## src/hdl/reaction_wheel_momentum_unit_macros.svh

```systemverilog
// ----------------------------------------------------------------------------
// Reaction wheel momentum unit: assertion macros
// Shared concurrent assertion forms, clocked and disabled during reset.
// ----------------------------------------------------------------------------
`ifndef REACTION_WHEEL_MOMENTUM_UNIT_MACROS_SVH
`define REACTION_WHEEL_MOMENTUM_UNIT_MACROS_SVH

// same-cycle implication
`define RWM_ASSERT_IMP(lbl, clk, rstn, ante, cons) \
    lbl: assert property (@(posedge clk) disable iff (!(rstn)) (ante) |-> (cons)) \
        else $error("%m: check failed");

// next-cycle implication
`define RWM_ASSERT_NXT(lbl, clk, rstn, ante, cons) \
    lbl: assert property (@(posedge clk) disable iff (!(rstn)) (ante) |=> (cons)) \
        else $error("%m: check failed");

`endif

```

## src/hdl/rwm_pkg.sv

```systemverilog
// ----------------------------------------------------------------------------
// Reaction wheel momentum unit: package
// Shared types, operation codes, register indexes and reset values.
// ----------------------------------------------------------------------------
package rwm_pkg;

    localparam int AXES      = 3;
    localparam int TORQUE_W  = 24;
    localparam int MOM_W     = 32;
    localparam int CNT_W     = 20;
    localparam int CFG_IDX_W = 2;
    localparam int CFG_DAT_W = 31;

    typedef enum logic [1:0] {
        OP_CLEAR = 2'd0,
        OP_APPLY = 2'd1,
        OP_DESAT = 2'd2,
        OP_QUERY = 2'd3
    } rwm_op_t;

    localparam logic [CFG_IDX_W-1:0] CFG_STEP_TIME   = 2'd0;
    localparam logic [CFG_IDX_W-1:0] CFG_MOM_LIMIT   = 2'd1;
    localparam logic [CFG_IDX_W-1:0] CFG_DESAT_THR   = 2'd2;
    localparam logic [CFG_IDX_W-1:0] CFG_BLEED_RATE  = 2'd3;

    localparam logic [15:0] STEP_TIME_RST  = 16'd6554;
    localparam logic [30:0] MOM_LIMIT_RST  = 31'd655360;
    localparam logic [30:0] DESAT_THR_RST  = 31'd524288;
    localparam logic [15:0] BLEED_RATE_RST = 16'd655;

    localparam logic [CNT_W-1:0] DESAT_BOUND = 20'd1000000;
    localparam logic [CNT_W-1:0] CNT_MAX     = 20'hFFFFF;

    typedef struct packed {
        logic [15:0] step_time;
        logic [30:0] momentum_limit;
        logic [30:0] desat_threshold;
        logic [15:0] bleed_rate;
    } rwm_cfg_t;

    typedef struct packed {
        logic [MOM_W-1:0]    momentum;
        logic                sat;
        logic [TORQUE_W-1:0] effective;
        logic                bled;
    } rwm_axis_res_t;

endpackage

```

## src/hdl/rwm_cfg.sv

```systemverilog
// ----------------------------------------------------------------------------
// Reaction wheel momentum unit: configuration registers
// Holds step time, limit, threshold and bleed rate, written by index.
// ----------------------------------------------------------------------------
module rwm_cfg (
    input  logic                             aclk,
    input  logic                             aresetn,
    input  logic                             cfg_we,
    input  logic [rwm_pkg::CFG_IDX_W-1:0]    cfg_index,
    input  logic [rwm_pkg::CFG_DAT_W-1:0]    cfg_wdata,
    output rwm_pkg::rwm_cfg_t                cfg
);
    import rwm_pkg::*;

    rwm_cfg_t cfg_reg;

    always_ff @(posedge aclk) begin
        if (!aresetn) begin
            cfg_reg.step_time       <= STEP_TIME_RST;
            cfg_reg.momentum_limit  <= MOM_LIMIT_RST;
            cfg_reg.desat_threshold <= DESAT_THR_RST;
            cfg_reg.bleed_rate      <= BLEED_RATE_RST;
        end else if (cfg_we) begin
            unique case (cfg_index)
                CFG_STEP_TIME:  cfg_reg.step_time       <= cfg_wdata[15:0];
                CFG_MOM_LIMIT:  cfg_reg.momentum_limit  <= cfg_wdata;
                CFG_DESAT_THR:  cfg_reg.desat_threshold <= cfg_wdata;
                CFG_BLEED_RATE: cfg_reg.bleed_rate      <= cfg_wdata[15:0];
                default: ;
            endcase
        end
    end

    assign cfg = cfg_reg;

endmodule

```

## config.mk

```make
export PLATFORM = sky130hd
export DESIGN_NAME = rwm_cfg
export DESIGN_NICKNAME = d
export VERILOG_FILES = /design/src/hdl/reaction_wheel_momentum_unit_macros.svh /design/src/hdl/rwm_pkg.sv /design/src/hdl/rwm_cfg.sv
export SDC_FILE = /design/constraint.sdc
export NUM_CORES = 1
export LEC_CHECK = 0
export BUFFER_PORTS_ARGS = -buffer_cell sky130_fd_sc_hd__buf_2
export CAP_MARGIN = 20
export CORE_UTILIZATION = 53
export CTS_BUF_LIST = sky130_fd_sc_hd__clkbuf_4 sky130_fd_sc_hd__clkbuf_8 sky130_fd_sc_hd__clkbuf_16
export CTS_CLUSTER_DIAMETER = 200
export DETAILED_ROUTE_END_ITERATION = 12
export HOLD_SLACK_MARGIN = 0.02
export PLACE_DENSITY = 0.85
export SETUP_SLACK_MARGIN = 0.5
export SYNTH_ARGS = -nofsm -noshare
export SYNTH_HDL_FRONTEND = slang
export SYNTH_SLANG_ARGS = --single-unit
```

## constraint.sdc

```tcl
create_clock -name aclk -period 2.1 [get_ports aclk]
set_clock_uncertainty 0.1 [all_clocks]
set_input_delay 0.105 -clock aclk [delete_from_list [all_inputs] [get_ports aclk]]
set_output_delay 0.105 -clock aclk [all_outputs]
set_load 0.02 [all_outputs]
```

Yosys cells after proc, flatten, opt, wreduce, memory -nomap -nowiden --
Cells that the tools add are included.
Word-level totals: flip-flop bits (word level) 94, latch bits 0, RAM bits 0, bits in read-only memories 0, input port bits 36, output and inout bits 94, word-level logic and storage cells 12, memories kept 0
Operators by class: $add $sub $neg 0, multipliers 0, divide/modulo/power cells 0, $lt $le $gt $ge 0, eq/ne operators 3, shift-type cells 0, mux-type cells 0, bitwise operators 0, reductions and logical operators 5
Operators by type and width (count):
- 2-bit AND reduction | 4
- 2-bit == test (second input constant) | 2
- 2-bit by 1-bit == test with 1-bit output (second input constant) | 1
- 2-bit logical NOT | 1

Depth between registers and ports, before layout --
word-level depth 2, gate-level depth with buffers 4, gate-level depth less buffers 2

Worst setup path before layout --
No wires, ideal clock.
kind in2reg, start point input port cfg_index[1] (netlist name), end point register cfg_reg (netlist bit cfg[83]), library setup time 0.072 ns, arrival time 0.776 ns, data required time 1.928 ns, path slack 1.152 ns, stages on the path 4, path buffers 2, cell sequence nor3b_1 > buf_4 > buf_6 > mux2i_1
On the way: cells in the longest elaborated chain, start to end 2
Ends and longest elaborated chain:
- start: declaration | RTL line rwm_cfg.sv:9 | input logic [rwm_pkg::CFG_IDX_W-1:0] cfg_index,
- 2-bit logical NOT | RTL line rwm_cfg.sv:24 | unique case (cfg_index)
- 2-bit AND reduction (no source line)
- end: declaration | RTL line rwm_cfg.sv:15 | rwm_cfg_t cfg_reg;
Every way passes these cells. A chain may end at the register's enable or synchronous reset.

Worst setup path in the final report --
start point input port cfg_index[1] (netlist name), end point register cfg_reg (netlist bit cfg[69])
On the way: cells in the longest elaborated chain, start to end 2
Ends and longest elaborated chain (RTL line):
- 2-bit by 1-bit == test with 1-bit output | rwm_cfg.sv:24
- 2-bit AND reduction (no source line)
Every way passes these cells.

==> results by group <==
Layout
  • Share of cells above drive strength 1: 30.31%
  • Fillcell total: 445
  • Fin nets: 539
  • Cell Count, Final, Fillers Out: 585
  • Max reg flops: 94
  • Antenna Cells: 0
  • Area Growth Syn to Fin: 31.65%

Timing
  • Final setup viols: 0
  • Worst slew margin: 67.49%
  • RSZ-0062 raised after global routing: false
  • Final WS setup: 1.002 ns
  • Hold Vio Cnt, Final: 0
  • Final Max Slew Viols: 0
  • Worst-Margin Slew: 0.4877 ns
  • Post-layout min period: 1.098 ns
  • WHS: 0.03181 ns
  • TNS Setup: 0 ns
  • Fin crit share: 52.29%
  • Max Freq: 910.7 MHz

Power
  • Pleak: 2.395 nW
  • Pwr dens: 745.6 nW/um^2
  • VDD IR max: 0.5081 mV

Setup path
  • Setup CP Type: input port to register
  • Crit. path cell count: 4
  • CP top delay family: simple AND/OR/NAND/NOR gates
  • CP Data Required Time: 2.27 ns
  • Startpoint class of the critical path: input port
  • CP endpoint kind: register
  • CP bufs+invs: 2
  • FF-to-FF path depth: 2
  • Slowest-stage cell, CP: and3b_2
  • CP arrival: 1.26 ns
  • Worst R2R Start: cfg[19]$_SDFFE_PN0P_
  • R2R Setup Slk: 1.30 ns
  • Crit path cell chain: buf_2, and3b_2, buf_12, mux2i_1
  • CP startpoint: cfg_index[1]
  • Crit Reg-Reg Endpoint: cfg[19]$_SDFFE_PN0P_
  • Max incr delay on CP: 0.48 ns
  • CP max FO: 22

Status
  • Failing checks: DRC
  • Status: finished with violations

Hold path
  • Hold EP: cfg[61]$_SDFFE_PN0P_
  • Hold Crit Start: cfg_wdata[14]
  • Hold path cells: 3
  • Hold Crit Class: input port to register

Global routing
  • Vias in the first global route: 2883
  • Largest net degree at the start of global routing: 129
  • Grt total ovfl: 0
  • Global-route wire length before repair: 13950 um
  • Gr usage total: 24.43%
  • Initial antenna violation count: 0

Floorplanning
  • Die H: 84.39 um
  • FP Rows: 29
  • Initial core utilization: 55.70%
  • IO Count: 130
  • Die area: 7121 um^2
  • Core area: 6459 um^2
  • Die W: 84.39 um

Placed design
  • GPL Wtd Cong: 0.7811
  • Pre-CTS WS: 0.6466 ns
  • I/O Buffers: 129
  • Placed cells: 540
  • HPWL after detailed placement: 5446 um

Route
  • Vias: 2983
  • Detailed-route DRC error count: 16
  • Drt via density: 5.099
  • DR WL/cell: 14.65 um
  • Detail Route Antenna Nets: 0
  • First-pass DRT Iterations: 8
  • Final wirelength: 8573 um
  • DR iter-0 viols: 145

CTS
  • CTS H-Tree Depth: 3
  • Clock slew at reported path FFs: 0.10 ns
  • Post-CTS setup buffer count: 0
  • CTS Buf Count: 9
  • Clk Latency, worst-skew pair: 0.32 ns
  • CTS tree: done
  • Root buffer cell: clkbuf_8
  • Clock Sinks: 94
  • Deepest clock path buffer count: 2

Yosys
  • Mean Syn Cell Area: 10.10 um^2
  • Cell count after synthesis: 356
  • Sequential element share of the synthesized area: 52.31%
  • Post-Syn Area: 3597 um^2
  • Distinct cells, synth: 18
  • Yosys warns: 0
  • Syn Nets: 392
  • Number of synthesized register bits: 94

Run
  • Max_cap viols: 0
[final cells by class]
class	count	area [um^2]	share of cell area, %
Multi-Input combinational cell	227	1524	32.18
Sequential cell	94	1882	39.74
Clock buffer	11	145.1	3.065
Inverter	8	30.03	0.6341
Clock inverter	5	57.56	1.215
Tap cell	77	96.34	2.034
Timing Repair Buffer	163	1001	21.14
[cell usage after synthesis, drive strengths merged]
library cell	count	share of area, %
nand3b	1	0.31
nand4	3	0.52
mux2i	86	24
nor3b	1	0.21
and3	1	0.17
nand4bb	4	1.3
nand2	108	11
o211ai	8	1.7
nand3	1	0.28
dfxtp	94	52
and3b	1	0.24
nand4b	1	0.24
buf	18	3.7
inv	8	0.83
nor2b	12	2.1
clkbuf	9	0.94
[placed cells by master, fill, tap and decap left out, types with 3 or more instances in the layout]
cell type / count
buf_2: 128
buf_4: 4
clkbuf_8: 10
dfxtp_1: 94
dlygate4sd3_1: 29
inv_1: 8
mux2i_1: 86
nand2_1: 108
nand4_1: 3
nand4bb_1: 4
nor2b_1: 12
o211ai_1: 8
[per-stage QoR]
stage          instance area, um^2  utilization, %  power, mW
2_1_floorplan                 3597               -      2.181
3_3_place_gp                  4243           65.69      2.304
3_5_place_dp                  4243           65.69      2.315
4_1_cts                       4736           73.32      3.542
5_1_grt                       4736           73.32      3.669
6_report                      4736           73.32      3.531
[tightest hold or removal path, delay by kind of cell]
family        cells  cell delay (ns)
simple gates      1             0.11
buf+inv           1             0.07
mux               1             0.14
[routing by layer]
layer / global-route usage (%) / part of all wire (%) / vias up
li1: - / - / 1466
met4: 7.396 / 1.3 / 0
met5: 0 / 0 / -
met1: 30.71 / 43 / 1399
met2: 42.77 / 50 / 106
met3: 4.621 / 5.6 / 12
[power breakdown]
part | leakage [nW] | internal (mW) | switching (mW) | total [mW]
Sequential | 0.765 | 1.85 | 0.0325 | 1.88
Combinational | 1.52 | 0.182 | 0.258 | 0.441
Clock | 0.107 | 0.600 | 0.611 | 1.21
Total | 2.40 | 2.63 | 0.902 | 3.53
[how the worst max path moves through the flow]
stage | endpoint | slack [ns]
after global routing | cfg[71] | 0.95
after CTS | cfg[69]$_SDFFE_PN0P_ | 1.02
after detailed placement | cfg[69]$_SDFFE_PN0P_ | 0.65
final | cfg[69]$_SDFFE_PN0P_ | 1.00
after floorplan | cfg[83]$_SDFFE_PN0P_ | 1.15
after global placement | cfg[75]$_SDFFE_PN0P_ | 0.75
[what timing repair did]
item,4_1_cts,5_1_grt
setup endpoints to repair,0,0
resized for setup,0,0
hold buffers,29,0
hold endpoints to repair,79,0
[cells by family after synthesis]
| family | Yosys count | synth area share (%) |
|---|---|---|
| DFF | 94 | 52.31 |
| muxes | 86 | 23.93 |
| AOI/OAI and AO/OA | 8 | 1.670 |
| buffers and inverters | 35 | 5.496 |
| and+or+nand+nor | 133 | 16.59 |
No activity file was read; power rests on OpenSTA's default activity.
