[config.mk]
export PLATFORM = sky130hd
export DESIGN_NAME = rwm_axis
export DESIGN_NICKNAME = d
export VERILOG_FILES = /design/src/hdl/reaction_wheel_momentum_unit_macros.svh /design/src/hdl/rwm_pkg.sv /design/src/hdl/rwm_axis.sv
export SDC_FILE = /design/constraint.sdc
export NUM_CORES = 2
export LEC_CHECK = 0
export BUFFER_PORTS_ARGS = -buffer_cell sky130_fd_sc_hd__buf_2
export CORE_ASPECT_RATIO = 0.8
export CORE_MARGIN = 1.5
export CORE_UTILIZATION = 51
export DETAILED_ROUTE_END_ITERATION = 10
export GPL_TIMING_DRIVEN = 0
export PLACE_DENSITY_LB_ADDON = 0.15
export RECOVER_POWER = 25
export SLEW_MARGIN = 5
export SYNTH_ARGS = -nofsm -noshare
export SYNTH_HDL_FRONTEND = slang
export SYNTH_SLANG_ARGS = --single-unit
[constraint.sdc]
create_clock -name aclk -period 21.1 [get_ports aclk]
set_input_delay 1.055 -clock aclk [delete_from_list [all_inputs] [get_ports aclk]]
set_output_delay 1.055 -clock aclk [all_outputs]
set_load 0.02 [all_outputs]
[src/hdl/reaction_wheel_momentum_unit_macros.svh]
// ----------------------------------------------------------------------------
// Reaction wheel momentum unit: assertion macros
// Shared concurrent assertion forms, clocked and disabled during reset.
// ----------------------------------------------------------------------------
`ifndef REACTION_WHEEL_MOMENTUM_UNIT_MACROS_SVH
`define REACTION_WHEEL_MOMENTUM_UNIT_MACROS_SVH

// same-cycle implication
`define RWM_ASSERT_IMP(lbl, clk, rstn, ante, cons) \
    lbl: assert property (@(posedge clk) disable iff (!(rstn)) (ante) |-> (cons)) \
        else $error("%m: check failed");

// next-cycle implication
`define RWM_ASSERT_NXT(lbl, clk, rstn, ante, cons) \
    lbl: assert property (@(posedge clk) disable iff (!(rstn)) (ante) |=> (cons)) \
        else $error("%m: check failed");

`endif

[src/hdl/rwm_pkg.sv]
// ----------------------------------------------------------------------------
// Reaction wheel momentum unit: package
// Shared types, operation codes, register indexes and reset values.
// ----------------------------------------------------------------------------
package rwm_pkg;

    localparam int AXES      = 3;
    localparam int TORQUE_W  = 24;
    localparam int MOM_W     = 32;
    localparam int CNT_W     = 20;
    localparam int CFG_IDX_W = 2;
    localparam int CFG_DAT_W = 31;

    typedef enum logic [1:0] {
        OP_CLEAR = 2'd0,
        OP_APPLY = 2'd1,
        OP_DESAT = 2'd2,
        OP_QUERY = 2'd3
    } rwm_op_t;

    localparam logic [CFG_IDX_W-1:0] CFG_STEP_TIME   = 2'd0;
    localparam logic [CFG_IDX_W-1:0] CFG_MOM_LIMIT   = 2'd1;
    localparam logic [CFG_IDX_W-1:0] CFG_DESAT_THR   = 2'd2;
    localparam logic [CFG_IDX_W-1:0] CFG_BLEED_RATE  = 2'd3;

    localparam logic [15:0] STEP_TIME_RST  = 16'd6554;
    localparam logic [30:0] MOM_LIMIT_RST  = 31'd655360;
    localparam logic [30:0] DESAT_THR_RST  = 31'd524288;
    localparam logic [15:0] BLEED_RATE_RST = 16'd655;

    localparam logic [CNT_W-1:0] DESAT_BOUND = 20'd1000000;
    localparam logic [CNT_W-1:0] CNT_MAX     = 20'hFFFFF;

    typedef struct packed {
        logic [15:0] step_time;
        logic [30:0] momentum_limit;
        logic [30:0] desat_threshold;
        logic [15:0] bleed_rate;
    } rwm_cfg_t;

    typedef struct packed {
        logic [MOM_W-1:0]    momentum;
        logic                sat;
        logic [TORQUE_W-1:0] effective;
        logic                bled;
    } rwm_axis_res_t;

endpackage

[src/hdl/rwm_axis.sv]
// ----------------------------------------------------------------------------
// Reaction wheel momentum unit: single axis datapath
// Momentum and saturation state of one wheel; one shared multiplier serves
// the apply (torque x step time) and desaturate (bleed x momentum) paths.
// ----------------------------------------------------------------------------
module rwm_axis (
    input  logic                               aclk,
    input  logic                               aresetn,
    input  logic                               step_en,
    input  rwm_pkg::rwm_op_t                   op,
    input  logic [rwm_pkg::TORQUE_W-1:0]       torque,
    input  rwm_pkg::rwm_cfg_t                  cfg,
    output rwm_pkg::rwm_axis_res_t             res
);
    import rwm_pkg::*;

    logic signed [MOM_W-1:0]    mom_reg, mom_next;
    logic                       sat_reg, sat_next;

    logic signed [32:0]         mult_a;
    logic signed [16:0]         mult_b;
    logic signed [49:0]         prod;
    logic signed [33:0]         scaled;
    logic signed [33:0]         mom_ext;
    logic signed [33:0]         mom_neg;
    logic signed [33:0]         sum_app;
    logic signed [33:0]         h_des;
    logic signed [33:0]         lim_pos;
    logic signed [33:0]         lim_neg;
    logic [32:0]                mag;
    logic                       bleed;
    logic                       tq_pos, tq_neg, mom_pos, mom_neg_s;
    logic [TORQUE_W-1:0]        eff;

    assign mult_a  = (op == OP_APPLY) ? {{9{torque[TORQUE_W-1]}}, torque}
                                      : {mom_reg[MOM_W-1], mom_reg};
    assign mult_b  = {1'b0, (op == OP_APPLY) ? cfg.step_time : cfg.bleed_rate};
    assign prod    = mult_a * mult_b;
    assign scaled  = prod[49:16];

    assign mom_ext = {{2{mom_reg[MOM_W-1]}}, mom_reg};
    assign mom_neg = -mom_ext;
    assign mag     = mom_reg[MOM_W-1] ? mom_neg[32:0] : mom_ext[32:0];
    assign sum_app = mom_ext + scaled;
    assign h_des   = mom_ext - scaled;
    assign lim_pos = {3'b000, cfg.momentum_limit};
    assign lim_neg = -lim_pos;
    assign bleed   = (mag >= {2'b00, cfg.desat_threshold});

    assign tq_pos    = !torque[TORQUE_W-1] && (|torque);
    assign tq_neg    = torque[TORQUE_W-1];
    assign mom_pos   = !mom_reg[MOM_W-1] && (|mom_reg);
    assign mom_neg_s = mom_reg[MOM_W-1];

    always_comb begin
        mom_next = mom_reg;
        sat_next = sat_reg;
        eff      = '0;
        unique case (op)
            OP_CLEAR: begin
                mom_next = '0;
                sat_next = 1'b0;
            end
            OP_APPLY: begin
                if (cfg.step_time != '0) begin
                    if (sum_app >= lim_pos) begin
                        mom_next = lim_pos[MOM_W-1:0];
                        sat_next = 1'b1;
                    end else if (sum_app <= lim_neg) begin
                        mom_next = lim_neg[MOM_W-1:0];
                        sat_next = 1'b1;
                    end else begin
                        mom_next = sum_app[MOM_W-1:0];
                        sat_next = 1'b0;
                    end
                end
            end
            OP_DESAT: begin
                if (bleed) begin
                    mom_next = h_des[MOM_W-1:0];
                end
            end
            OP_QUERY: begin
                if (sat_reg && ((tq_pos && mom_pos) || (tq_neg && mom_neg_s))) begin
                    eff = '0;
                end else begin
                    eff = torque;
                end
            end
            default: ;
        endcase
    end

    always_ff @(posedge aclk) begin
        if (!aresetn) begin
            mom_reg <= '0;
            sat_reg <= 1'b0;
        end else if (step_en) begin
            mom_reg <= mom_next;
            sat_reg <= sat_next;
        end
    end

    assign res.momentum  = mom_next;
    assign res.sat       = sat_next;
    assign res.effective = eff;
    assign res.bled      = (op == OP_DESAT) && bleed;

endmodule
# Yosys cells after proc, flatten, opt, wreduce, memory -nomap -nowiden
# Cells that the tools add are included.
[word_totals]
register_bits = 33
input_bits = 123
out_inout_bits = 58
word_cells = 40
[classes]
n_addsub = 4
mul = 1
magnitude_cmp = 3
eq_ne = 3
n_mux = 14
reduce_logical = 13
[op_table]
columns = ["cell", "count"]
rows = [
  ["$mux 32", 4],
  ["$pmux 32 s3", 1],
  ["$mux 33", 2],
  ["$mul 33x17->50", 1],
  ["$mux 24", 2],
  ["$add 32x34->34", 1],
  ["$ge 34x32->1", 1],
  ["$le 34x34->1", 1],
  ["$neg 31->34", 1],
  ["$ge 33x31->1", 1],
  ["$neg 32->33", 1],
  ["$reduce_or 32->1", 1],
  ["$sub 32x32->32", 1],
  ["$reduce_or 24->1", 1],
  ["$mux 16", 1],
  ["$reduce_bool 16->1", 1],
  ["$logic_and 1x1->1", 6],
  ["$eq 2x2->1 const B", 2],
  ["$mux 1", 3],
  ["$eq 2x1->1 const B", 1],
  ["$logic_not 1->1", 2],
  ["$logic_not 2->1", 1],
  ["$pmux 1 s2", 1],
  ["$logic_or 1x1->1", 1],
]

# Logic depth before layout (Yosys ltp)
[logic_depth]
depth_word = 9
ltp_mapped = 59
ltp_nobuf = 52

# Least setup slack after synthesis
# Ideal clock, no wire load.
[synth_timing]
path_type = "in2out"
from = "input port op[1]"
to = "output port res[46] (netlist bit)"
arrival_time_ns = 13.390
required_time_ns = 20.045
slack_ns = 6.655
stages = 53
cell_sequence = "clkbuf_1 > clkinv_1 > nand2_1 > clkbuf_1 > clkbuf_1 > nand2_1 > nand2_1 > nand2_1 > fa_1 > inv_1 > fa_1 > inv_1 > fa_1 > inv_1 > fa_1 > fa_1 > fa_1 > ha_1 > [17 not listed] > o311ai_1 > a21o_1 > a21oi_1 > xnor2_1 > ha_1 > a21oi_1 > o21ai_0 > a211oi_1 > o31ai_1 > a31oi_1 > mux2_2 > nand2_1 > clkbuf_1 > buf_1 > mux2i_1 > o22ai_2 > nor2_1 > o21ai_0"
[synth_rtl]
columns = ["element", "line", "rtl"]
rows = [
  ["from (decl)", "rwm_axis.sv:10", "input rwm_pkg::rwm_op_t op,"],
  ["to (decl)", "rwm_axis.sv:13", "output rwm_pkg::rwm_axis_res_t res"],
]

==> results_dict.tcl <==
set metrics [dict create \
    synthCells 3553 \
    cp_top_family "compound AO/OA/AOI/OAI gates" \
    synth_compound_area_frac 0.130 \
    slowest_delay_ns 1.06 \
    clkLatencyLatePin_ns 0.30 \
    synth_edf_count 0 \
    start_util 0.517 \
    dp_hpwl_um 88000 \
    finalClockSkew_ns 0.00670 \
    drt_pass1_iterations 6 \
    violations "capacitance limit" \
    wl_um 101000 \
    cts_root_buffer "clkbuf_16" \
    die_y_um 212 \
    routed_via_density 5.83 \
    synth_area_per_cell_um2 7.84 \
    maxSlewViolCount 0 \
    drt_iter0_markers 2907 \
    layout.cells.non_filler 4438 \
    critPathArrivalTime_ns 19.22 \
    path_max_fanout 10 \
    clk_pin_slew_ns 0.07 \
    placementRows 76 \
    core-area_um2 53900 \
    fin_crit_ns 20.27 \
    synth_seq_cells 33 \
    ys.flop_type "dfxtp_1" \
    dieArea_um2 56100 \
    fmax_mhz 49.3 \
    synth_top_family_by_area "adder cells" \
    ios 181 \
    grt_pass1_wl_um 151000 \
    hold-worst-slack_ns 0.697 \
    max_slew.worst_pin.slew_ns 1.48 \
    synth_nets 4450 \
    cts_buffers 5 \
    worst-path-buf-inv 12 \
    synth-async-reset-ratio 0 \
    die_w_um 264 \
    grt-ovfl-total 0 \
    ctsResizeCount 0 \
    io_buffers 175 \
    placed_cells 4430 \
    grt_max_degree 11 \
    grt_setup_unrepaired "no" \
    place_area_um2 29600 \
    layout-drive-gt1-share 0.0648 \
    grt_usage 0.362 \
    synthSimpleGateAreaFrac 0.172 \
    cts_buffer_depth 2 \
    routedWlPerCell_um 22.8 \
    setup_viol 0 \
    fillers 5306 \
    hp-class "flip-flop to flip-flop" \
    synth-adder-area-share 0.480 \
    final_cell_area_um2 29800 \
    vias 25900 \
    ys_types 90 \
    slowest_stage "mux2i_1" \
    end_kind "output port" \
    yosysSeqAreaShare 0.0237 \
    ant_nets 0 \
    holdBufCountCts 0 \
    required_ns 20.05 \
    remaining_drc_errors 0 \
    finalHoldViolCount 0 \
    min_period_over_period 0.961 \
    htreeDepth 2 \
    gp_congestion 1.05 \
    drv_cap 1 \
    cts_setup_buffers 0 \
    synth_mux_area_frac 0.0245 \
    grt_pass1_vias 24400 \
    cts_tree "done" \
    yosys.area_share.xor_xnor 0.0502 \
    tns_ns 0 \
    cp-start-kind "input port" \
    status "finished with violations" \
    antenna_found_initial 5 \
    ys_warn_count 0 \
    netlist_area_um2 27900 \
    crit_type "input port to output port" \
    antenna_cells 0 \
    syn_to_final_growth_pct 6.83 \
    largest_reg_flops 32 \
    num-nets-final 4632 \
    max-slew-margin-rel 0.0136 \
    clock_sinks 33 \
]
-- metal layers --
layer  up-vias  track usage  wire, um
li1      11600            -         -
met1     12700        0.539     44000
met2      1467        0.513     40700
met3       152       0.0891     12800
met4         2        0.114      3640
met5         -            0        10
-- final timing paths --
| path | from | endpoint | slack (ns) | depth (start not counted) |
|---|---|---|---|---|
| worst max-delay path | op[1] | res[57] | 0.83 | 51 |
| worst min-delay path | sat_reg$_SDFFE_PN0P_ | sat_reg$_SDFFE_PN0P_ | 0.70 | 2 |
| worst max register to register | mom_reg[1]$_SDFFE_PN0P_ | mom_reg[31]$_SDFFE_PN0P_ | 5.21 | 49 |
| worst min register to register | sat_reg$_SDFFE_PN0P_ | sat_reg$_SDFFE_PN0P_ | 0.70 | 2 |
-- Yosys cell counts, drive strengths merged (18+ instances only) --
cell type | instances | area share
ha | 281 | 0.13
nand4 | 35 | 0.0079
nor4 | 24 | 0.0062
a211oi | 21 | 0.0060
o21bai | 18 | 0.0048
buf | 35 | 0.0075
fa | 493 | 0.35
nand3 | 30 | 0.0054
nor2 | 310 | 0.042
nor2b | 20 | 0.0045
a21o | 60 | 0.016
xor2 | 31 | 0.0097
xnor2 | 126 | 0.040
a21oi | 172 | 0.031
mux2i | 66 | 0.024
dfxtp | 33 | 0.024
o21ai | 101 | 0.018
o31ai | 20 | 0.0054
clkbuf | 126 | 0.017
nor3 | 38 | 0.0076
and2 | 36 | 0.0081
inv | 697 | 0.094
nand2 | 548 | 0.074
a31oi | 27 | 0.0063
nand2b | 23 | 0.0052
-- worst reg2reg max path: cells and delay by family (launching register included) --
kind	cells	cell delay (ns)
mux	1	0.34
simple gates	7	1.71
fa+ha+maj	9	3.92
xor+xnor	2	0.24
compound gates	20	6.35
flops	1	0.39
buf+inv	10	2.86
-- area by class of cell --
cell class | count | area [um2] | share of cell area
plain buffers | 161 | 682 | 0.0229
clock buffers | 7 | 153 | 0.00513
clock inverters | 1 | 5.00 | 0.000168
inverters | 699 | 2620 | 0.0881
multi-input cells | 2660 | 23900 | 0.803
flip-flops and latches | 33 | 661 | 0.0222
well taps | 702 | 878 | 0.0295
repair buffers | 175 | 860 | 0.0289
-- stage by stage --
stage	setup slack, ns	utilization
2_1_floorplan	6.66	-
3_3_place_gp	1.59	0.549
3_5_place_dp	1.46	0.549
4_1_cts	1.43	0.552
5_1_grt	0.546	0.552
6_report	0.827	0.552
-- placed cells by master (no fill, tap or decap), drive strengths merged, types with 23 or more instances in the layout --
cell type	Yosys	layout
nor4	24	24
fa	493	493
nand2b	23	23
xor2	31	31
a21oi	172	172
nand2	548	548
mux2i	66	66
nand3	30	30
buf	35	196
nand4	35	35
nor3	38	38
nor2	310	310
ha	281	281
clkbuf	126	147
dfxtp	33	33
and2	36	36
inv	697	697
a21o	60	60
xnor2	126	126
o21ai	101	101
a31oi	27	27
-- cells by family (layout without fill, tap and decap cells) --
kind of cell | count (synthesis) | count (layout)
mux | 68 | 68
simple gates | 1110 | 1110
compound gates | 550 | 550
fa+ha+maj | 774 | 774
flops | 33 | 33
buf+inv | 860 | 1043
xor+xnor | 158 | 158
Power is not shown: default switching activity piles up to over one toggle a cycle in this logic, so the estimate is an artifact.
